==> config.mk <==
export PLATFORM = sky130hd
export DESIGN_NAME = sgc_walker
export DESIGN_NICKNAME = d
export VERILOG_FILES = /design/src/sv/sgc_pkg.sv /design/src/sv/sgc_walker.sv
export SDC_FILE = /design/constraint.sdc
export NUM_CORES = 1
export LEC_CHECK = 0
export BUFFER_PORTS_ARGS = -buffer_cell sky130_fd_sc_hd__buf_2
export CAP_MARGIN = 40
export CORE_AREA = 2 2 94 96
export DETAILED_ROUTE_END_ITERATION = 8
export DIE_AREA = 0 0 96 98
export PLACE_DENSITY = 0.76
export SLEW_MARGIN = 30
export SYNTH_ARGS = -nofsm -noshare
export SYNTH_HDL_FRONTEND = slang
export SYNTH_SLANG_ARGS = --single-unit
==> constraint.sdc <==
create_clock -name clock -period 3 [get_ports clock]
set_clock_uncertainty 0.15 [all_clocks]
set_input_delay 0 -clock clock [delete_from_list [all_inputs] [get_ports clock]]
set_output_delay 0 -clock clock [all_outputs]
set_load 0.01 [all_outputs]
==> src/sv/sgc_pkg.sv <==
// ----------------------------------------------------------------------------
// Segment grid coverage package
// Shared widths, register indexes, state encodings and the control bundle
// passed from the segment walker to the mark memory.
// ----------------------------------------------------------------------------
package sgc_pkg;

   // Width of one endpoint coordinate and of a bound register.
   localparam int CRD_W = 9;
   // Walk column: one sign bit and one carry bit above the coordinate.
   localparam int WALK_W = CRD_W + 2;
   // Width of the running count of marked cells.
   localparam int CNT_W = 19;

   // Configuration port geometry.
   localparam int CSR_AW = 3;
   localparam int CSR_DW = 32;

   // Register indexes, taken from the word address.
   localparam logic REG_LAST_ROW = 1'b0;
   localparam logic REG_LAST_COL = 1'b1;

   // Reset value of both bound registers.
   localparam logic [CRD_W-1:0] BOUND_RESET = 9'd511;

   // Segment walker states.
   typedef enum logic {
      WALK_IDLE,
      WALK_RUN
   } walk_state_type;

   // One cell issued by the walker.
   typedef struct packed {
      logic valid;   // a cell is issued this cycle
      logic hit;     // the cell lies inside bounds and store
      logic last;    // final cell of the segment
   } cell_ctrl_type;

   // Status of the mark memory for the top level.
   typedef struct packed {
      logic clearing;   // reset clearing pass is running
      logic finishing;  // last cell of a segment is being written back
      logic done;       // count for the segment is final this cycle
   } mem_status_type;

endpackage

==> src/sv/sgc_walker.sv <==
// ----------------------------------------------------------------------------
// Segment walker
// Loads a segment at acceptance, then issues one cell per cycle with its
// bounds check and memory address until the row or column span is covered.
// ----------------------------------------------------------------------------
module sgc_walker #(
   parameter int GRID_SIZE = 512
) (
   input  logic                        clock,
   input  logic                        reset,
   input  logic                        load,
   input  logic [sgc_pkg::CRD_W-1:0]   row_start,
   input  logic [sgc_pkg::CRD_W-1:0]   col_start,
   input  logic [sgc_pkg::CRD_W-1:0]   row_end,
   input  logic [sgc_pkg::CRD_W-1:0]   col_end,
   input  logic [sgc_pkg::CRD_W-1:0]   last_row,
   input  logic [sgc_pkg::CRD_W-1:0]   last_col,
   output sgc_pkg::cell_ctrl_type      cell_cmd,
   output logic [2*$clog2(GRID_SIZE)-1:0] cell_addr
);
   import sgc_pkg::*;

   localparam int CW    = $clog2(GRID_SIZE);
   localparam int EXT_W = (CW + 1 > WALK_W) ? CW + 1 : WALK_W;

   walk_state_type      state_ff, state_in;
   logic [CRD_W-1:0]    row_ff, row_in;
   logic [WALK_W-1:0]   col_ff, col_in;
   logic                drow_ff, drow_in;
   logic [WALK_W-1:0]   dcol_ff, dcol_in;
   logic [CRD_W-1:0]    steps_ff, steps_in;

   logic                row_eq, col_eq, swap;
   logic [CRD_W-1:0]    row_lo, row_hi, col_lo_end, col_hi_end, col_min, col_max;
   logic [EXT_W-1:0]    row_ext, col_ext, grid_lim;
   logic                last_step;

   // Endpoint ordering for the three segment kinds.
   always_comb begin
      row_eq     = (row_start == row_end);
      col_eq     = (col_start == col_end);
      swap       = (row_start > row_end);
      row_lo     = swap ? row_end : row_start;
      row_hi     = swap ? row_start : row_end;
      col_lo_end = swap ? col_end : col_start;
      col_hi_end = swap ? col_start : col_end;
      col_min    = (col_start < col_end) ? col_start : col_end;
      col_max    = (col_start < col_end) ? col_end : col_start;
   end

   assign last_step = (steps_ff == '0);

   // Next state.
   always_comb begin
      state_in = state_ff;
      case (state_ff)
         WALK_IDLE: begin
            if (load) state_in = WALK_RUN;
         end
         WALK_RUN: begin
            if (last_step) state_in = WALK_IDLE;
         end
         default: state_in = WALK_IDLE;
      endcase
   end

   // Walk registers: loaded at acceptance, stepped while running.
   always_comb begin
      row_in   = row_ff;
      col_in   = col_ff;
      drow_in  = drow_ff;
      dcol_in  = dcol_ff;
      steps_in = steps_ff;
      if (state_ff == WALK_IDLE && load) begin
         if (row_eq) begin
            row_in   = row_start;
            col_in   = WALK_W'(col_min);
            drow_in  = 1'b0;
            dcol_in  = WALK_W'(1);
            steps_in = col_max - col_min;
         end else if (col_eq) begin
            row_in   = row_lo;
            col_in   = WALK_W'(col_start);
            drow_in  = 1'b1;
            dcol_in  = '0;
            steps_in = row_hi - row_lo;
         end else begin
            row_in   = row_lo;
            col_in   = WALK_W'(col_lo_end);
            drow_in  = 1'b1;
            dcol_in  = (col_lo_end < col_hi_end) ? WALK_W'(1) : {WALK_W{1'b1}};
            steps_in = row_hi - row_lo;
         end
      end else if (state_ff == WALK_RUN) begin
         row_in   = row_ff + CRD_W'(drow_ff);
         col_in   = col_ff + dcol_ff;
         steps_in = steps_ff - CRD_W'(1);
      end
   end

   always_ff @(posedge clock) begin
      if (reset) begin
         state_ff <= WALK_IDLE;
      end else begin
         state_ff <= state_in;
      end
      row_ff   <= row_in;
      col_ff   <= col_in;
      drow_ff  <= drow_in;
      dcol_ff  <= dcol_in;
      steps_ff <= steps_in;
   end

   // Cell outputs: bounds check and address of the current cell.
   always_comb begin
      row_ext        = EXT_W'(row_ff);
      col_ext        = EXT_W'(col_ff[WALK_W-2:0]);
      grid_lim       = EXT_W'(GRID_SIZE);
      cell_cmd.valid = (state_ff == WALK_RUN);
      cell_cmd.last  = last_step;
      cell_cmd.hit   = !col_ff[WALK_W-1]
                       && (row_ext <= EXT_W'(last_row))
                       && (col_ext <= EXT_W'(last_col))
                       && (row_ext < grid_lim)
                       && (col_ext < grid_lim);
      cell_addr      = {row_ext[CW-1:0], col_ext[CW-1:0]};
   end

endmodule

==> reports/metrics.yaml, run 1 <==
status:
  status: "finished clean"
routing:
  drt-wirelength-per-cell_um: 15.1
  route.final.wire_length_mm: 11.3
  detailedRoute.firstIterationViolations: 228
  residual_drc_count: 0
  routed-via-count: 4317
  drt-vias-per-instance: 5.79
  ant_nets: 0
  detail_route.first_pass.iterations: 5
setup_path:
  crit_path_cell_trace: "inv_1 -> ha_1 -> nor3b_4 -> or3b_2 -> or3_1 -> nor2_2 -> a211oi_1 -> dlygate4sd3_1"
  timing.critical_path.to_type: "flop"
  timing.critical_path.from_type: "flop"
  cell_family_with_most_cp_delay: "simple AND/OR/NAND/NOR gates"
  timing_worst_setup_path_type: "flop to flop"
  worstRegToRegCells: 8
  critical-path-slowest-cell: "sky130_fd_sc_hd__dlygate4sd3_1"
  r2r-start: "steps_ff[0]"
  worst-path-stages: 8
  critical_path.max_fanout: 3
  crit-reg2reg-capture: "state_ff"
  worst-r2r-setup-slack_ns: 0.16
  critPathArrivalTime_ns: 2.86
  critPathCapture: "state_ff"
  cp.buffers_inverters: 2
  worst_setup_path_startpoint: "steps_ff[0]"
  worst_ep_required_time_ns: 3.02
  cp_max_stage_delay_ns: 0.55
timing:
  max_freq_mhz: 352
  hold_viol: 0
  slew_at_the_pin_with_the_worst_max_slew_slack_ns: 0.443
  report.final.setup_viol: 0
  max-slew-margin-rel_pct: 70.4
  grt_setup_unrepaired: "false"
  final_min_period_over_clock_period_pct: 94.6
  fin_crit_ns: 2.84
  timing.final.max_slew_violations: 0
  timing.setup.tns_ns: 0
  finalHoldWorstSlack_ns: 0.00610
power_and_ir_drop:
  power.ir.vdd_worst_mv: 0.232
  total_leakage_power_uw: 0.00240
  power_density_mw_per_mm2: 505
  design_power_total_uw: 2560
synthesis:
  synth_warn: 0
  edff_count_synth: 32
  seq_total_area_yosys_pct: 23.3
  asyncSetResetFlopFracSynth_pct: 0
  syn_inst: 532
  synth.distinct_cells: 62
  synthFlopType: "sky130_fd_sc_hd__edfxtp_1"
  synthesized_net_count: 641
  synthesis.area_mm2: 0.00421
  postSynthRegisterBits: 33
  syn-mean-instance-area_um2: 7.92
clocking:
  cts.reportedPaths.clkPinSlew_ns: 0.07
  number_of_h_tree_branching_levels: 2
  clock_tree_from_tritoncts: "yes"
  worstSkewPairLatency_ns: 0.29
  cts_sink_count: 33
  cts_max_path_buffers: 2
  cts-buffers-inserted: 5
  clock_tree_root_driver_cell: "sky130_fd_sc_hd__clkbuf_8"
final_layout:
  stdcell_area_mm2: 0.00508
  antenna_cells_inserted: 0
  fraction_of_final_layout_cells_with_drive_strength_greater_than_1_pct: 21.0
  synthToLayoutAreaGrowth_pct: 20.5
  final_util_pct: 60.0
  final_nets: 745
die:
  floorplan_die_height_um: 98
  fp-row-count: 34
  dieWidth_um: 96
  floorplan_die_area_mm2: 0.00941
  floorplan.core_area_mm2: 0.00847
  pin_count: 78
  start_util_pct: 49.8
grt:
  antenna_found_initial: 0
  grt_pass1_vias: 4036
  global_route_wire_length_before_repair_mm: 18.5
  maximum_number_of_pins_on_one_net_before_global_route_repair: 30
  global_route.overflow_total: 0
  grt.total_usage_pct: 24.4
job:
  drv.max_cap_violation_count: 0
placed_design:
  dp_hpwl_mm: 9.06
  finalWeightedCongestion: 1.03
  buffer_ports.inserted: 77
  post_dp_cell_area_mm2: 0.00488
hold_path:
  worst_hold_path_type: "input pin to flop"
## worst register-to-register path: cells and delay by family, from the launching register on
kind                     cells  cell delay [ns]
AO/OA/AOI/OAI                1             0.09
adder cells (fa/ha/maj)      1             0.20
flip-flops                   1             0.42
AND/OR/NAND/NOR              4             1.25
buffers and inverters        2             0.63
## layer usage
metal / GRT usage [%] / wire length, um / vias to the layer above
met3: 1.70 / 497 / 10
met1: 33.3 / 5050 / 2060
met4: 6.26 / 140 / 0
met5: 0 / 0 / -
li1: - / - / 2121
met2: 41.6 / 5570 / 126
## state kept, by name, summed over array words and instances (netlist names)
| name | flops |
|---|---|
| col_ff | 11 |
| row_ff | 9 |
| steps_ff | 9 |
| dcol_ff | 2 |
| drow_ff | 1 |
| state_ff | 1 |
## through the flow
stage / cells / setup slack [ns]
floorplan: 532 / 0.0164
global placement: 726 / -0.121
detailed placement: 726 / -0.122
CTS: 744 / 0.0563
global route: 745 / 0.00514
finish: 745 / 0.162
## kinds of logic (layout without fill, tap and decap cells)
group,Yosys count,after routing,synth area share [%]
mux,12,12,2.88
xor+xnor,31,31,6.44
compound gates,152,152,24.0
fa+ha+maj,52,52,15.6
flops,33,33,23.3
simple gates,169,169,19.3
buf+inv,83,188,8.49
## cells in the mapped netlist (all sizes together) (9+ instances only)
library cell,count,area [um^2]
a21oi,43,219
nand2,56,210
nor2b,9,56.3
inv,56,210
o21a,11,82.6
nor2,47,176
edfxtp,32,961
buf,16,106
clkbuf,11,41.3
ha,51,638
nand2b,13,81.3
a211oi,15,118
xnor2,20,175
mux2i,11,110
o21ai,25,136
xor2,11,96.3
a31oi,13,81.3
## placed cells by master (no fill, tap or decap), drive strengths merged, types with 3 or more instances in the layout
| cell type | count |
|---|---|
| buf | 114 |
| nand2 | 56 |
| inv | 56 |
| ha | 51 |
| nor2 | 47 |
| a21oi | 43 |
| edfxtp | 32 |
| o21ai | 25 |
| xnor2 | 20 |
| a211oi | 15 |
| nand2b | 13 |
| a31oi | 13 |
| xor2 | 11 |
| o21a | 11 |
| mux2i | 11 |
| dlygate4sd3 | 10 |
| nor2b | 9 |
| nand3 | 8 |
| nor3 | 8 |
| clkbuf | 8 |
| and3 | 7 |
| a221oi | 6 |
| or3 | 5 |
| o22ai | 5 |
| a21boi | 5 |
| o211ai | 4 |
| a21o | 4 |
| nand4 | 4 |
| a211o | 3 |
| o311ai | 3 |
| o41ai | 3 |
| nor4 | 3 |
## what timing repair did
action | 4_1_cts | 5_1_grt
hold buffers | 10 | 0
resized for setup | 0 | 7
hold endpoints to repair | 6 | 0
endpoints found under the setup margin | 0 | 5
buffers inserted | 0 | 1
## report_power, final
| part | leakage (uW) | switching [uW] | total [uW] | internal (uW) |
|---|---|---|---|---|
| Sequential | 0.000321 | 118 | 793 | 675 |
| Combinational | 0.00204 | 770 | 1440 | 672 |
| Clock | 0.0000395 | 163 | 328 | 165 |
| Total | 0.00240 | 1050 | 2560 | 1510 |
## worst min path at each step
| stage | startpoint | depth (start not counted) | to | slack, ns |
|---|---|---|---|---|
| 6_report | col_start[7] | 3 | col_ff[7] | 0.006 |
| 4_1_cts | row_start[0] | 3 | row_ff[0] | 0.004 |
| 2_1_floorplan | reset | 1 | state_ff | -0.08 |
| 3_3_place_gp | reset | 2 | state_ff | 0.02 |
| 3_5_place_dp | reset | 2 | state_ff | 0.02 |
| 5_1_grt | row_start[0] | 3 | row_ff[0] | 0.01 |
## cell type report
cell class	instances	area [um^2]
Tap cell	108	135
Sequential cell	33	981
Timing Repair Buffer	124	763
Clock buffer	8	80.1
Inverter	56	210
Fill cell	777	3390
Multi-Input combinational cell	416	2910
No activity file was read; power rests on OpenSTA's default activity.
==> run 2: changes to the inputs <==
==> config.mk (replaced) <==
export PLATFORM = sky130hd
export DESIGN_NAME = sgc_walker
export DESIGN_NICKNAME = d
export VERILOG_FILES = /design/src/sv/sgc_pkg.sv /design/src/sv/sgc_walker.sv
export SDC_FILE = /design/constraint.sdc
export NUM_CORES = 1
export LEC_CHECK = 0
export BUFFER_PORTS_ARGS = -buffer_cell sky130_fd_sc_hd__buf_4
export CAP_MARGIN = 40
export CORE_AREA = 2 2 77 116
export DETAILED_ROUTE_END_ITERATION = 8
export DIE_AREA = 0 0 79 118
export PLACE_DENSITY = 0.77
export SLEW_MARGIN = 30
export SYNTH_ARGS = -nofsm -noshare
export SYNTH_HDL_FRONTEND = slang
export SYNTH_SLANG_ARGS = --single-unit
==> run 2 against run 1 <==
  * Worst hold slack better by 0.0070 ns
  * Final cell count up 0.94%
  * Sequential power about the same
  * Die area down 0.91%
  * Fmax down 4.7%
  * Largest power group unchanged
  * Highest routed layer unchanged
==> reports/metrics.yaml, run 2 (same netlist as run 1, synthesis figures left out) <==
final_layout:
  reg_top3: "col_ff: 11 flops, row_ff: 9 flops, steps_ff: 9 flops"
  final_nets: 753  # +1.1%
  largest-register: "col_ff"
  final_cell_mix: "117 x sky130_fd_sc_hd__buf_4, 56 x sky130_fd_sc_hd__nand2_1, 54 x sky130_fd_sc_hd__inv_1, 50 x sky130_fd_sc_hd__ha_1, 47 x sky130_fd_sc_hd__nor2_1"
  fraction_of_final_layout_cells_with_drive_strength_greater_than_1_pct: 22.5  # +1.4 points
  finalNonFillerCells: 752  # +0.94%
  synthToLayoutAreaGrowth_pct: 29.8
  stdcell_area_mm2: 0.00547  # +7.7%
  fillerInstances: 725  # -6.7%
  antenna_cells_inserted: 0  # unchanged
  layout_commonest_cell: "sky130_fd_sc_hd__buf_4"
  largest_register_ff_count: 11  # unchanged
  final_util_pct: 65.8  # +5.8 points
timing:
  final_min_period_over_clock_period_pct: 99.3  # +4.7 points
  timing.final.max_slew_violations: 0  # unchanged
  max-slew-margin-rel_pct: 70.5  # about the same
  slew_at_the_pin_with_the_worst_max_slew_slack_ns: 0.438  # -0.00550 ns
  timing.setup.tns_ns: 0  # unchanged
  report.final.setup_viol: 0  # unchanged
  max_freq_mhz: 336  # -4.7%
  grt_setup_unrepaired: "true"
  fin_crit_ns: 2.98  # +0.141 ns
  hold_viol: 0  # unchanged
grt:
  antenna_found_initial: 0  # unchanged
  maximum_number_of_pins_on_one_net_before_global_route_repair: 30  # unchanged
  grt.total_usage_pct: 25.1  # +0.63 points
  global_route.overflow_total: 0  # unchanged
  global_route_wire_length_before_repair_mm: 19.0  # +2.9%
  grt_pass1_vias: 4279  # +6.0%
routing:
  detailedRoute.firstIterationViolations: 316  # +39%
  route.final.wire_length_mm: 11.7  # +4.2%
  ant_nets: 0  # unchanged
  routed-via-count: 4336  # +0.44%
  drt-vias-per-instance: 5.77  # -0.49%
  residual_drc_count: 0  # unchanged
  drt-wirelength-per-cell_um: 15.6  # +3.3%
  detail_route.first_pass.iterations: 5  # unchanged
clocking:
  cts-buffers-inserted: 5  # unchanged
  cts.reportedPaths.clkPinSlew_ns: 0.05  # -0.02 ns
  cts_max_path_buffers: 2  # unchanged
  cts_sink_count: 33  # unchanged
  worstSkewPairLatency_ns: 0.28  # about the same
  clock_tree_from_tritoncts: "yes"
  clock_tree_root_driver_cell: "sky130_fd_sc_hd__clkbuf_16"
  number_of_h_tree_branching_levels: 2  # unchanged
power_and_ir_drop:
  power_density_mw_per_mm2: 535  # +6.1%
  design_power_total_uw: 2930  # +14%
  power.ir.vdd_worst_mv: 0.314  # +36%
  total_leakage_power_uw: 0.00254  # +5.8%
setup_path:
  worst_ep_required_time_ns: 2.97  # -0.05 ns
  cp_max_stage_delay_ns: 0.53  # -0.02 ns
  crit_path_cell_trace: "dlygate4sd3_1 -> buf_4 -> ha_1 -> nor4_4 -> a211oi_1 -> a21oi_2 -> buf_6 -> nor3_1 -> a221o_1 -> o311ai_2 -> o41ai_1 -> buf_4 -> o22ai_1"
  critPathArrivalTime_ns: 2.95  # +0.09 ns
  timing.critical_path.from_type: "input pin"
  timing.critical_path.to_type: "flop"
  timing.critical_path.mode_cell: "sky130_fd_sc_hd__buf_4"
  cp.buffers_inverters: 4  # +2
  timing_worst_setup_path_type: "input pin to flop"
  critical_path.max_fanout: 14  # +11
  critical-path-slowest-cell: "sky130_fd_sc_hd__dlygate4sd3_1"
  cell_family_with_most_cp_delay: "compound AO/OA/AOI/OAI gates"
status:
  status: "finished clean"
die:
  floorplan.core_area_mm2: 0.00831  # -1.8%
  start_util_pct: 50.7  # +0.93 points
  floorplan_die_area_mm2: 0.00932  # -0.91%
  floorplan_die_height_um: 118  # +20%
  fp-row-count: 41  # +21%
  pin_count: 78  # unchanged
  dieWidth_um: 79  # -18%
placed_design:
  buffer_ports.inserted: 77  # unchanged
  dp_hpwl_mm: 9.17  # +1.2%
  placed_cells: 729  # +0.41%
  post_dp_cell_area_mm2: 0.00510  # +4.5%
  finalWeightedCongestion: 0.950  # -7.5%
job:
  drv.max_cap_violation_count: 0  # unchanged
hold_path:
  worst_hold_path_type: "input pin to flop"
run 2: cell count changes in the layout (fill, tap and decap cells not counted), moves of 2 or more:
cell / delta
sky130_fd_sc_hd__a211oi_1: -2
sky130_fd_sc_hd__dlygate4sd3_1: +4
sky130_fd_sc_hd__buf_2: -77
sky130_fd_sc_hd__clkbuf_8: -5
sky130_fd_sc_hd__buf_4: +80
sky130_fd_sc_hd__clkbuf_1: -3
sky130_fd_sc_hd__clkbuf_16: +5
sky130_fd_sc_hd__a211oi_2: +2
run 2: repair_timing:
item | 4_1_cts | 5_1_grt
hold buffers | 14 | 0
buffers inserted | 0 | 1
endpoints found under the setup margin | 0 | 7
hold endpoints to repair | 10 | 0
resized for setup | 0 | 15
run 2: worst reg2reg max path, cell delays in order, from the launching register on:
cell                            delay, ns
sky130_fd_sc_hd__edfxtp_1            0.43
sky130_fd_sc_hd__inv_1               0.09
sky130_fd_sc_hd__ha_1                0.18
sky130_fd_sc_hd__nor3b_2             0.22
sky130_fd_sc_hd__or3b_2              0.48
sky130_fd_sc_hd__or3_1               0.36
sky130_fd_sc_hd__nor2_1              0.19
sky130_fd_sc_hd__a211oi_1            0.11
sky130_fd_sc_hd__dlygate4sd3_1       0.57
run 2: cell type report:
type                    instances  area, um^2  share of cell area, %
clock buffers                   5         125                   2.29
inverters                      56         210                   3.84
flip-flops and latches         33         981                   17.9
multi-input cells             416        2950                   53.9
well taps                     107         134                   2.45
clock inverters                 3        41.3                  0.755
repair buffers                132        1030                   18.8
run 2: path summary, 6_finish.rpt:
path,start,endpoint,slack [ns],cells after the start
worst min register to register,steps_ff[0],steps_ff[0],0.51,1
worst min-delay path,row_start[1],row_ff[1],0.01,3
worst max-delay path,row_end[0],steps_ff[7],0.02,13
worst max register to register,steps_ff[0],state_ff,0.11,8
run 2: routing by layer:
layer / share of wire (%) / track usage (%) / up-vias
met1: 39 / 28.8 / 2033
met3: 4.9 / 2.38 / 25
li1: - / - / 2138
met4: 2.3 / 9.27 / 0
met2: 54 / 46.7 / 140
met5: 0 / 0 / -
run 2: per-stage QoR:
| stage | hold WS, ns | worst slack (ns) |
|---|---|---|
| 2_1_floorplan | -0.0772 | 0.0164 |
| 3_3_place_gp | 0.0138 | -0.0378 |
| 3_5_place_dp | 0.0199 | -0.104 |
| 4_1_cts | 0.00152 | 0.00836 |
| 5_1_grt | 0.0185 | -0.0970 |
| 6_report | 0.0131 | 0.0213 |
run 2: report_power, final:
group	total (uW)	switching (uW)	internal, uW
registers	793	117	676
logic	1550	804	749
clock network	583	195	388
